$ cat config.mk
export PLATFORM = sky130hd
export DESIGN_NAME = fba_ctrl
export DESIGN_NICKNAME = d
export VERILOG_FILES = /design/src/design/fba_pkg.sv /design/src/design/fba_ctrl.sv
export SDC_FILE = /design/constraint.sdc
export NUM_CORES = 1
export LEC_CHECK = 0
export BUFFER_PORTS_ARGS = -buffer_cell sky130_fd_sc_hd__clkbuf_2
export CAP_MARGIN = 30
export CELL_PAD_IN_SITES_DETAIL_PLACEMENT = 0
export CELL_PAD_IN_SITES_GLOBAL_PLACEMENT = 2
export CORE_MARGIN = 2
export CORE_UTILIZATION = 29
export CTS_BUF_LIST = sky130_fd_sc_hd__clkbuf_4
export DETAILED_ROUTE_END_ITERATION = 8
export PLACE_DENSITY = 0.83
export SLEW_MARGIN = 20
export SYNTH_ARGS = -nofsm -noshare
export SYNTH_HDL_FRONTEND = slang
export SYNTH_SLANG_ARGS = --single-unit
$ cat constraint.sdc
create_clock -name clk -period 2 [get_ports clk]
set_input_delay 0.3 -clock clk [delete_from_list [all_inputs] [get_ports clk]]
set_output_delay 0.3 -clock clk [all_outputs]
set_load 0.02 [all_outputs]
$ cat src/design/fba_pkg.sv
// shared types and constants of the best-fit free-list allocator
package fba_pkg;

  // fixed field widths of the ports and the datapath, and the block header size
  localparam int OP_W       = 2;
  localparam int REQ_W      = 18;
  localparam int ADDR_W     = 17;
  localparam int FREE_W     = 18;
  localparam int STAT_W     = 3;
  localparam int NEED_W     = REQ_W + 1;
  localparam int HDR_BYTES  = 4;

  typedef enum logic [OP_W-1:0] {
    OP_ALLOC  = 2'd0,
    OP_FREE   = 2'd1,
    OP_DEFRAG = 2'd2,
    OP_NOP    = 2'd3
  } op_t;

  typedef enum logic [STAT_W-1:0] {
    STAT_OK      = 3'd0,
    STAT_NO_FIT  = 3'd1,
    STAT_IGNORED = 3'd2,
    STAT_INSIDE  = 3'd3,
    STAT_FULL    = 3'd4
  } stat_t;

  typedef enum logic [4:0] {
    S_CLEAR, S_IDLE,
    S_A_SCAN, S_A_EXACT, S_A_REM, S_A_BEST, S_A_NOFIT, S_A_GRANT,
    S_F_CHECK, S_F_SIZE, S_F_IGN, S_F_SCAN, S_F_INSIDE, S_F_MERGE, S_F_FULL,
    S_F_PUSH_INIT, S_F_PUSH, S_F_HEAD, S_F_REL,
    S_D_OUTER, S_D_LOAD, S_D_SCAN, S_D_NEXT, S_D_MERGE, S_D_REM,
    S_DONE
  } state_t;

  typedef enum logic [4:0] {
    CMD_NONE, CMD_CLEAR, CMD_LOAD, CMD_SCAN, CMD_SET_STATUS,
    CMD_ALLOC_EXACT, CMD_ALLOC_BEST, CMD_ALLOC_GRANT,
    CMD_MOVE_DN, CMD_MOVE_UP,
    CMD_FREE_CHECK, CMD_FREE_SIZE, CMD_FREE_MERGE, CMD_PUSH_INIT,
    CMD_FREE_HEAD, CMD_FREE_REL,
    CMD_D_OUTER, CMD_D_LOAD, CMD_D_NEXT, CMD_D_MERGE
  } cmd_t;

  typedef struct packed {
    cmd_t  cmd;
    stat_t stat;
  } ctl_t;

  typedef struct packed {
    logic clr_last;
    logic scan_end;
    logic hit;
    logic hit_inside;
    logic have_best;
    logic mv_done;
    logic bad;
    logic size_zero;
    logic full;
    logic outer_end;
  } sts_t;

endpackage

$ cat src/design/fba_ctrl.sv
// controller state machine of the allocator
module fba_ctrl import fba_pkg::*; (
  input  logic            clk,
  input  logic            rst,
  input  logic            start,
  input  logic [OP_W-1:0] operation,
  input  sts_t            sts,
  output ctl_t            ctl,
  output logic            busy,
  output logic            done
);

  state_t state, state_next;

  // state register
  always_ff @(posedge clk) begin
    if (rst) begin
      state <= S_CLEAR;
    end else begin
      state <= state_next;
    end
  end

  // next state and datapath commands
  always_comb begin
    state_next = state;
    ctl.cmd    = CMD_NONE;
    ctl.stat   = STAT_OK;
    busy       = 1'b1;
    done       = 1'b0;
    case (state)
      S_CLEAR: begin
        ctl.cmd = CMD_CLEAR;
        if (sts.clr_last) state_next = S_IDLE;
      end
      S_IDLE: begin
        busy = 1'b0;
        if (start) begin
          ctl.cmd = CMD_LOAD;
          case (op_t'(operation))
            OP_ALLOC:  state_next = S_A_SCAN;
            OP_FREE:   state_next = S_F_CHECK;
            OP_DEFRAG: state_next = S_D_OUTER;
            default:   state_next = S_DONE;
          endcase
        end
      end
      // allocate
      S_A_SCAN: begin
        ctl.cmd = CMD_SCAN;
        if (sts.hit) state_next = S_A_EXACT;
        else if (sts.scan_end) state_next = sts.have_best ? S_A_BEST : S_A_NOFIT;
      end
      S_A_EXACT: begin
        ctl.cmd    = CMD_ALLOC_EXACT;
        state_next = S_A_REM;
      end
      S_A_REM: begin
        ctl.cmd = CMD_MOVE_DN;
        if (sts.mv_done) state_next = S_A_GRANT;
      end
      S_A_BEST: begin
        ctl.cmd    = CMD_ALLOC_BEST;
        state_next = S_A_GRANT;
      end
      S_A_NOFIT: begin
        ctl.cmd    = CMD_SET_STATUS;
        ctl.stat   = STAT_NO_FIT;
        state_next = S_DONE;
      end
      S_A_GRANT: begin
        ctl.cmd    = CMD_ALLOC_GRANT;
        state_next = S_DONE;
      end
      // free
      S_F_CHECK: begin
        ctl.cmd    = CMD_FREE_CHECK;
        state_next = sts.bad ? S_F_IGN : S_F_SIZE;
      end
      S_F_SIZE: begin
        ctl.cmd    = CMD_FREE_SIZE;
        state_next = sts.size_zero ? S_F_IGN : S_F_SCAN;
      end
      S_F_IGN: begin
        ctl.cmd    = CMD_SET_STATUS;
        ctl.stat   = STAT_IGNORED;
        state_next = S_DONE;
      end
      S_F_SCAN: begin
        ctl.cmd = CMD_SCAN;
        if (sts.hit) state_next = sts.hit_inside ? S_F_INSIDE : S_F_MERGE;
        else if (sts.scan_end) state_next = sts.full ? S_F_FULL : S_F_PUSH_INIT;
      end
      S_F_INSIDE: begin
        ctl.cmd    = CMD_SET_STATUS;
        ctl.stat   = STAT_INSIDE;
        state_next = S_DONE;
      end
      S_F_MERGE: begin
        ctl.cmd    = CMD_FREE_MERGE;
        state_next = S_F_REL;
      end
      S_F_FULL: begin
        ctl.cmd    = CMD_SET_STATUS;
        ctl.stat   = STAT_FULL;
        state_next = S_DONE;
      end
      S_F_PUSH_INIT: begin
        ctl.cmd    = CMD_PUSH_INIT;
        state_next = S_F_PUSH;
      end
      S_F_PUSH: begin
        ctl.cmd = CMD_MOVE_UP;
        if (sts.mv_done) state_next = S_F_HEAD;
      end
      S_F_HEAD: begin
        ctl.cmd    = CMD_FREE_HEAD;
        state_next = S_F_REL;
      end
      S_F_REL: begin
        ctl.cmd    = CMD_FREE_REL;
        state_next = S_DONE;
      end
      // defragment
      S_D_OUTER: begin
        ctl.cmd    = CMD_D_OUTER;
        state_next = sts.outer_end ? S_DONE : S_D_LOAD;
      end
      S_D_LOAD: begin
        ctl.cmd    = CMD_D_LOAD;
        state_next = S_D_SCAN;
      end
      S_D_SCAN: begin
        ctl.cmd = CMD_SCAN;
        if (sts.hit) state_next = S_D_MERGE;
        else if (sts.scan_end) state_next = S_D_NEXT;
      end
      S_D_NEXT: begin
        ctl.cmd    = CMD_D_NEXT;
        state_next = S_D_OUTER;
      end
      S_D_MERGE: begin
        ctl.cmd    = CMD_D_MERGE;
        state_next = S_D_REM;
      end
      S_D_REM: begin
        ctl.cmd = CMD_MOVE_DN;
        if (sts.mv_done) state_next = S_D_OUTER;
      end
      S_DONE: begin
        done       = 1'b1;
        state_next = S_IDLE;
      end
      default: begin
        state_next = S_IDLE;
      end
    endcase
  end

endmodule

==> impl_results.md, run 1 <==
* IO Count at 25
* Total Neg Setup Slack at 0 ps
* Clk_lat worst skew at 250 ps
* Critical hold path startpoint: rst
* Avg Cell Area, Syn at slightly below 7 um2
* Netlist cell types at 50
* Seq/Total Area, Yosys at between 10% and 20%
* CTS tree: yes
* Largest net degree at the start of global routing at 16
* Largest Register: state
* CP required at between 1500 and 2000 ps
* FF-to-FF path depth at 6
* Drt initial violations at 45
* DR pass1 iterations at 4
* H-tree levels at 1
* Die area at roughly 0.0038 mm2
* Worst-path clk slew at 50 ps
* Status: completed
* Commonest non-fill, non-tap cell in the layout: clkbuf_2
* CTS root buf: clkbuf_4
* Startpoint Class: flip-flop
* Site row count at 20
* # diodes at 0
* Final Hold Viols at 0
* Vias in the first global route at approximately 1,000
* Syn nets at approximately 150
* Area Overhead vs Synth at 26.7%
* Clock Tree Buf Depth at 2
* PortBufs at 24
* Critical path fanouts, max at 4
* Setup Crit Path Kind: reg -> out
* First-pass GRT wire length at about 4900 um
* Slowest stage delay, CP at 420 ps
* Final Skew at 5.55 ps
* Share of the clock period used by the worst path at 96.0%
* Die X at ~62 um
* Dpl hpwl at ~2400 um
* Max IR drop VDD at around 540 uV
* GRT overflow at 0
* Rel. slew slack at 81.4%
* GRT Total Usage at between 15 and 20%
* Layout cell share with drive strength beyond 1 at between 30 and 40%
* Antenna violations before repair at 0
* NetSw at 0.916 mW
* Core footprint at around 0.0031 mm2
* CP endpoint kind: output port
* Clock sink total at 5
* Arr. time, crit path at 1620 ps
* Hold path depth at 2
* PD cells at roughly 1500 mW/mm2
* CTS buffer count at 3
* Seq pwr share at approximately an eighth
* Static Leak at between 0.5 and 0.6 nW
* Total power at 1.80 mW
* DIE HEIGHT at approximately 62 um
* Routed WL at 3070 um
* RSZ-0062 raised after global routing: no
* Clk pwr share at between 7 and 8%
* Min-Delay Endpoint: state[2]
* Synth top area share at about a tenth
* Dominant synthesized flop cell: dfxtp_1
* Critical path cell sequence: buf_4 > nor2b_1 > a21oi_1 > o221a_2 > clkbuf_2
* Yosys top cell by area: dfxtp_1
* Sw Ratio at around half
* Critical R2R Capture: state[0]
* YS warnings at 0
* Maximum clock frequency at ~520 MHz
* Starting density of the core at 31.0%
* Cell internal pwr at a little under 0.9 mW
* Max Cap Viol at 0
* Setup Fix Bufs, Post-CTS at 0
* Gate power share at between 70% and 80%
* Flops & latches, synth at 5
* Worst Tran Pin Value at approximately 280 ps
* RR Startpoint: state[4]
* Nets at ~190
* GP Congestion at approximately 0.86
* Post-Place Cell Area at 0.00117 mm2
* CP top delay family: flip-flops
* Via density per instance at roughly 5.5
* Top flop regs: state: 5 flops
* Minimum clock period after layout at between 1500 and 2000 ps
* Synthesized netlist cell count at between 100 and 150
* Crit path buffers/inverters at 2
* Final setup viols at 0
* R2R Setup Slk at roughly 260 ps
* Drc violations at 0
* Largest register FFs at 5
* Pins Over Slew Limit at 0
* Worst min-delay path class: in -> reg
* DR WL/cell at approximately 14 um
* Commonest non-fill, non-tap cells in the layout: clkbuf_2 (23), buf_4 (13), o21ai_0 (12)
* ANT nets after route at 0
* Slowest cell on crit path: dfxtp_1
* Post-synth EDFFs at 0
* Vias at approximately 1,200
* Syn Std Cell Area at just under 0.001 mm2
* Final instance area at between 0.001 and 0.0015 mm2
* Ranking of synthesized cells by area: dfxtp_1 (10%), o21ai_0 (6.3%), a21oi_1 (5.7%), nand2_1 (3.9%), o211ai_1 (3.9%)
* Ys async rst share at 0%
## worst max-delay path by stage
stage	from	endpoint	slack, ps	depth (start not counted)
after floorplan	state[2]	ctl[6]	290	6
after global placement	state[2]	state[0]	230	6
after detailed placement	state[2]	state[0]	190	6
after CTS	state[0]	ctl[6]	30	6
after global routing	state[0]	ctl[6]	10	6
final	state[0]	ctl[4]	80	5
## timing repair
item	in CTS	in global routing
setup endpoints to repair	2	2
gates cloned	0	0
gates resized for setup	1	6
hold buffers	0	0
## power groups by stage
stage	clock network (mW)	registers (mW)	logic [mW]
detailed placement	0	0.221	1.40
global route	0.148	0.238	1.56
floorplan	0	0.161	1.06
CTS	0.143	0.220	1.40
global placement	0	0.224	1.42
finish	0.137	0.230	1.43
## final cells by class
cell class / instances / area, um2
timing repair buffer: 39 / 249
sequential: 5 / 105
clock buffer: 4 / 30.0
fill: 360 / 1890
multi-input combinational: 114 / 752
tap: 44 / 55.1
inverter: 7 / 26.3
## cells by family (layout without fill, tap and decap cells)
| kind of cell | Yosys count | after routing | share of synthesized area, % |
|---|---|---|---|
| AO/OA/AOI/OAI | 55 | 55 | 40.4 |
| XOR/XNOR | 1 | 1 | 0.912 |
| buffers and inverters | 20 | 50 | 11.8 |
| flip-flops | 5 | 5 | 10.4 |
| multiplexers | 2 | 2 | 2.08 |
| AND/OR/NAND/NOR | 56 | 56 | 34.4 |
## cells in the mapped netlist, types with 3 or more instances
| cell type | count |
|---|---|
| a211oi_1 | 3 |
| buf_2 | 7 |
| o22ai_1 | 3 |
| nand2b_1 | 3 |
| a21oi_1 | 11 |
| buf_4 | 4 |
| nor3_1 | 5 |
| inv_1 | 5 |
| nand2_1 | 10 |
| nor2b_1 | 5 |
| and2b_1 | 3 |
| nor2_1 | 9 |
| dfxtp_1 | 5 |
| o211ai_1 | 5 |
| o21ai_0 | 12 |
| nand3_1 | 5 |
## per-layer routing
metal	GRT usage, %	wire length [um]
met1	25.2	1390
met2	26.3	1450
met3	2.31	168
met4	7.60	59
met5	0	0
## worst reg2reg max path, cell delays in order, from the launching register on
cell	delay (ps)
dfxtp_2	360
buf_4	190
or2_4	280
or3_1	350
a31oi_1	140
nor4_1	80
a211oi_1	260
## metrics by stage
stage                     setup slack, ps  utilization, %  hold WS, ps  cells
after floorplan                       293               -          365    139
after global placement                226            37.8          558    209
after detailed placement              192            37.8          550    209
after CTS                            25.5            38.8          286    213
after global routing                 10.5            39.2          288    213
final                                79.5            39.2          289    213
Power figures use the tool's default switching activity.
==> run 2, diff against run 1 <==
Settings changed: CTS_CLUSTER_DIAMETER set to 150.
Clock period 2 ns to 1.9 ns, I/O delays scaled along.
==> impl_results.md, run 2 (synthesis gave the netlist of run 1 again) <==
* Share of the clock period used by the worst path at between 90% and 100%
* Total power at 1.97 mW (+9.1%)
* Worst min-delay path class: in -> reg
* Gate power share at 78.9% (-0.7 points)
* Total Neg Setup Slack at 0 ps (unchanged)
* Die area at 0.00379 mm2 (unchanged)
* Max Cap Viol at 0 (unchanged)
* Via density per instance at 5.38 (-2.3%)
* Drc violations at 0 (unchanged)
* Max IR drop VDD at 570 uV (+5.6%)
* RSZ-0062 raised after global routing: no
* Clock Tree Buf Depth at 2 (unchanged)
* GRT Total Usage at 17.7% (+0.11 points)
* Final Hold Viols at 0 (unchanged)
* Arr. time, crit path at 1510 ps (-110 ps)
* Final Skew at 4.40 ps (-1.14 ps)
* Commonest non-fill, non-tap cell in the layout: clkbuf_2
* Vias in the first global route at 1,082 (+9.3%)
* DIE HEIGHT at 61.6 um (unchanged)
* Clock sink total at 5 (unchanged)
* Core footprint at 0.00310 mm2 (unchanged)
* Sw Ratio at 49.5% (-1.4 points)
* Largest net degree at the start of global routing at 21 (+5)
* Startpoint Class: flip-flop
* Seq pwr share at 14.0% (+1.2 points)
* Setup Fix Bufs, Post-CTS at 0 (unchanged)
* Rel. slew slack at 81.1% (-0.22 points)
* Routed WL at 3140 um (+2.1%)
* CTS tree: yes
* Clk_lat worst skew at 250 ps (about the same)
* CP Launch Point: state[1]
* Clk pwr share at 7.2% (-0.4 points)
* Static Leak at 0.549 nW (+4.4%)
* CP endpoint kind: output port
* GRT overflow at 0 (unchanged)
* PortBufs at 24 (unchanged)
* Largest Register: state
* RR Startpoint: state[2]
* Layout cell share with drive strength beyond 1 at 39.0% (+2.3 points)
* NetSw at 0.972 mW (+6.1%)
* DR WL/cell at 14.5 um (+0.70%)
* Pins Over Slew Limit at 0 (unchanged)
* Vias at 1,162 (-0.94%)
* First-pass GRT wire length at 5090 um (+3.4%)
* Minimum clock period after layout at between 1500 and 2000 ps
* Critical path fanouts, max at 14 (+10)
* Starting density of the core at 31.0% (unchanged)
* Site row count at 20 (unchanged)
* H-tree levels at 1 (unchanged)
* # diodes at 0 (unchanged)
* Die X at 61.6 um (unchanged)
* Critical hold path startpoint: rst
* Slowest cell on crit path: dfxtp_2
* Commonest non-fill, non-tap cells in the layout: clkbuf_2 (22), buf_4 (15), a21oi_1 (11), o21ai_0 (11), nand2_1 (10)
* Status: completed
* CP top delay family: flip-flops
* PD cells at 1550 mW/mm2 (+4.9%)
* GP Congestion at 0.908 (+6.0%)
* Area Overhead vs Synth at 31.8%
* DR pass1 iterations at 4 (unchanged)
* Top flop regs: state: 5 flops
* Slowest stage delay, CP at 480 ps (+60 ps)
* Setup Crit Path Kind: reg -> out
* Largest register FFs at 5 (unchanged)
* Antenna violations before repair at 0 (unchanged)
* Critical path cell sequence: buf_4 > nor2_1 > a21oi_1 > o221a_2 > clkbuf_2
* CTS buffer count at 3 (unchanged)
* Drt initial violations at 63 (+40%)
* Maximum clock frequency at between 500 and 600 MHz
* Crit path buffers/inverters at 2 (unchanged)
* Worst Tran Pin Value at 283 ps (+5.88 ps)
* Final setup viols at 0 (unchanged)
* Nets at 188 (+1.6%)
* IO Count at 25 (unchanged)
* ANT nets after route at 0 (unchanged)
* CP required at 1620 ps (-80 ps)
* CTS root buf: clkbuf_4
* Dpl hpwl at 2420 um (+1.7%)
* Cell internal pwr at 0.993 mW (+12%)
* Worst-path clk slew at 40 ps (about the same)
-- run 2: cell count changes in the layout (fill, tap and decap cells not counted), sizes merged --
cell	change
buf	+3
-- run 2: timing repair --
action / CTS / global route
gates resized for setup: 2 / 11
cloned: 0 / 1
hold buffers: 0 / 0
endpoints found under the setup margin: 6 / 7
-- run 2: final cells by class --
class	instances	area, um2
clock buffers	4	30.0
flip-flops and latches	5	111
repair buffers	42	289
well taps	44	55.1
fillers	354	1840
inverters	7	26.3
multi-input cells	114	754
-- run 2: power by group through the flow --
stage               Combinational, mW  Clock [mW]  Sequential (mW)
floorplan                        1.12           0            0.170
global placement                 1.48           0            0.244
detailed placement               1.47           0            0.243
CTS                              1.47       0.143            0.244
global route                     1.69       0.156            0.283
finish                           1.55       0.141            0.274
-- run 2: path summary, 6_finish.rpt --
check                   to  slack, ps  cells past startpoint
hold reg to reg   state[1]        610                      2
setup / recovery    ctl[4]        100                      5
setup reg to reg  state[3]        250                      6
hold / removal    state[2]        280                      2
-- run 2: per-stage QoR --
stage | hold slack, ps | cell area (um2) | util (%) | setup slack [ps] | instances
detailed placement | 533 | 1190 | 38.3 | 47.5 | 211
floorplan | 350 | 961 | - | 208 | 139
global placement | 542 | 1190 | 38.3 | 89.7 | 211
global route | 281 | 1270 | 40.8 | 17.0 | 216
finish | 282 | 1270 | 40.8 | 102 | 216
CTS | 278 | 1220 | 39.4 | 4.14 | 215
-- run 2: metal layers --
| layer | wire, um | GRT usage, % |
|---|---|---|
| met2 | 1480 | 27.8 |
| met5 | 0 | 0 |
| met4 | 39 | 5.17 |
| met1 | 1430 | 24.2 |
| met3 | 183 | 3.99 |
==> run 3, diff against run 2 <==
Settings changed: BUFFER_PORTS_ARGS -buffer_cell sky130_fd_sc_hd__clkbuf_2 to -buffer_cell sky130_fd_sc_hd__buf_2.
==> impl_results.md, run 3 (synthesis gave the netlist of run 1 again) <==
* Critical path fanouts, max at 10 (-4)
* GRT Total Usage at 17.7% (-0.035 points)
* DIE HEIGHT at 61.6 um (unchanged)
* Worst min-delay path class: in -> reg
* Crit path buffers/inverters at 3 (+1)
* Routed WL at 3210 um (+2.3%)
* PD cells at 1550 mW/mm2 (+0.14%)
* RR Startpoint: state[2]
* FF-to-FF path depth at 6 (unchanged)
* CTS root buf: clkbuf_4
* Layout cell share with drive strength beyond 1 at 37.3% (-1.7 points)
* DR pass1 iterations at 4 (unchanged)
* Site row count at 20 (unchanged)
* Critical path's most frequent cell: buf_4
* Pins Over Slew Limit at 0 (unchanged)
* Rel. slew slack at 78.5% (-2.6 points)
* Total Neg Setup Slack at 0 ps (unchanged)
* IO Count at 25 (unchanged)
* Final Hold Viols at 0 (unchanged)
* Antenna violations before repair at 0 (unchanged)
* Worst-path clk slew at 50 ps (about the same)
* R2R Setup Slk at 200 ps (-50 ps)
* Top flop regs: state: 5 flops
* Minimum clock period after layout at 1840 ps (+39.8 ps)
* Starting density of the core at 31.0% (unchanged)
* Critical R2R Capture: state[0]
* GP Congestion at 0.901 (-0.84%)
* Layout Utilization at 39.4% (-1.4 points)
* Commonest non-fill, non-tap cells in the layout: buf_2 (23), buf_4 (14), o21ai_0 (12)
* Die area at 0.00379 mm2 (unchanged)
* Area Overhead vs Synth at 27.2%
* Drt initial violations at 39 (-38%)
* Clock Tree Buf Depth at 2 (unchanged)
* Largest register FFs at 5 (unchanged)
* H-tree levels at 1 (unchanged)
* Share of the clock period used by the worst path at 96.7% (+2.1 points)
* # diodes at 0 (unchanged)
* Dpl ws at 154 ps (+106 ps)
* CP endpoint kind: output port
* Final Skew at 12.3 ps (+7.92 ps)
* Drc violations at 0 (unchanged)
* Static Leak at 0.526 nW (-4.2%)
* GRT overflow at 0 (unchanged)
* Via density per instance at 5.47 (+1.7%)
* DR WL/cell at 15.1 um (+3.8%)
* Hold_buf cts at 0 (unchanged)
* Startpoint Class: flip-flop
* Dpl hpwl at 2420 um (-0.12%)
* Largest net degree at the start of global routing at 17 (-19%)
* PortBufs at 24 (unchanged)
* Commonest non-fill, non-tap cell in the layout: buf_2
* Clk_lat worst skew at 250 ps (about the same)
* Status: completed
* Setup Crit Path Kind: reg -> out
* CP required at 1620 ps (about the same)
* Min-Delay Endpoint: state[3]
* Die X at 61.6 um (unchanged)
* Core footprint at 0.00310 mm2 (unchanged)
* Final setup viols at 0 (unchanged)
* CTS tree: yes
* Post-Layout Cell Count at 213 (-1.4%)
* Maximum clock frequency at 544 MHz (-2.2%)
* Slowest cell on crit path: dfxtp_1
* Max IR drop VDD at 932 uV (+64%)
* First-pass GRT wire length at 5120 um (+0.67%)
* Arr. time, crit path at 1550 ps (+40 ps)
* Nets at 185 (-1.6%)
* Critical path cell sequence: buf_4 > nand2b_1 > buf_4 > o22ai_1 > and3_1 > buf_2
* Worst Tran Pin Value at 322 ps (+39.1 ps)
* CTS buffer count at 3 (unchanged)
* Max Cap Viol at 0 (unchanged)
* Clock sink total at 5 (unchanged)
* Final setup margin at 61.9 ps (-39.8 ps)
* Hold path depth at 2 (unchanged)
* Slowest stage delay, CP at 340 ps (-140 ps)
* Critical hold path startpoint: rst
* CP top delay family: buffers and inverters
* Vias at 1,165 (+0.26%)
* ANT nets after route at 0 (unchanged)
* Vias in the first global route at 1,050 (-3.0%)
* Largest Register: state
* Placed instance count at 209 (-0.95%)
[run 3: cell types whose count changed in the layout (fill, tap and decap cells not counted), sizes merged]
cell	delta
clkbuf	-23
buf	+20
[run 3: worst max path at each step]
| stage | startpoint | endpoint | slack [ps] | depth (start not counted) |
|---|---|---|---|---|
| detailed placement | state[4] | ctl[3] | 150 | 6 |
| global placement | state[4] | ctl[3] | 120 | 6 |
| CTS | state[4] | ctl[3] | 20 | 6 |
| finish | state[2] | ctl[5] | 60 | 6 |
| floorplan | state[2] | ctl[6] | 210 | 6 |
| global route | state[0] | ctl[3] | -1 | 7 |
[run 3: metrics by stage]
step	hold slack, ps	cell area [um2]	power, mW
floorplan	350	961	1.29
global placement	539	1160	1.69
detailed placement	531	1160	1.66
CTS	286	1200	1.82
global route	297	1220	2.04
finish	293	1220	1.90
[run 3: repair_timing]
action                     in CTS  in global routing
setup endpoints to repair       4                  5
gates resized for setup         4                  8
setup buffers                   0                  0
pin swaps                       0                  0
[run 3: area by class of cell]
class / count / area, um2
multi-input combinational: 114 / 754
inverter: 7 / 26.3
clock buffer: 4 / 30.0
fill: 349 / 1880
timing repair buffer: 39 / 246
tap: 44 / 55.1
sequential: 5 / 110
[run 3: power by group]
group          switching (mW)  internal (mW)
registers              0.0957          0.160
clock network          0.0454         0.0937
logic                   0.827          0.678
total                   0.969          0.932
[run 3: layer usage]
layer	up-vias	global-route usage [%]	wire, um
li1	577	-	-
met1	537	25.4	1450
met2	51	28.1	1550
met3	0	3.57	209
met4	0	2.13	0
met5	-	0	0
[run 3: worst reg2reg max path: stages, from the launching register on]
cell and delay, ps:
dfxtp_1 390, buf_4 210, and3b_1 190, o211ai_1 180, o211ai_1 150, nor4_1 320, a211oi_1 120
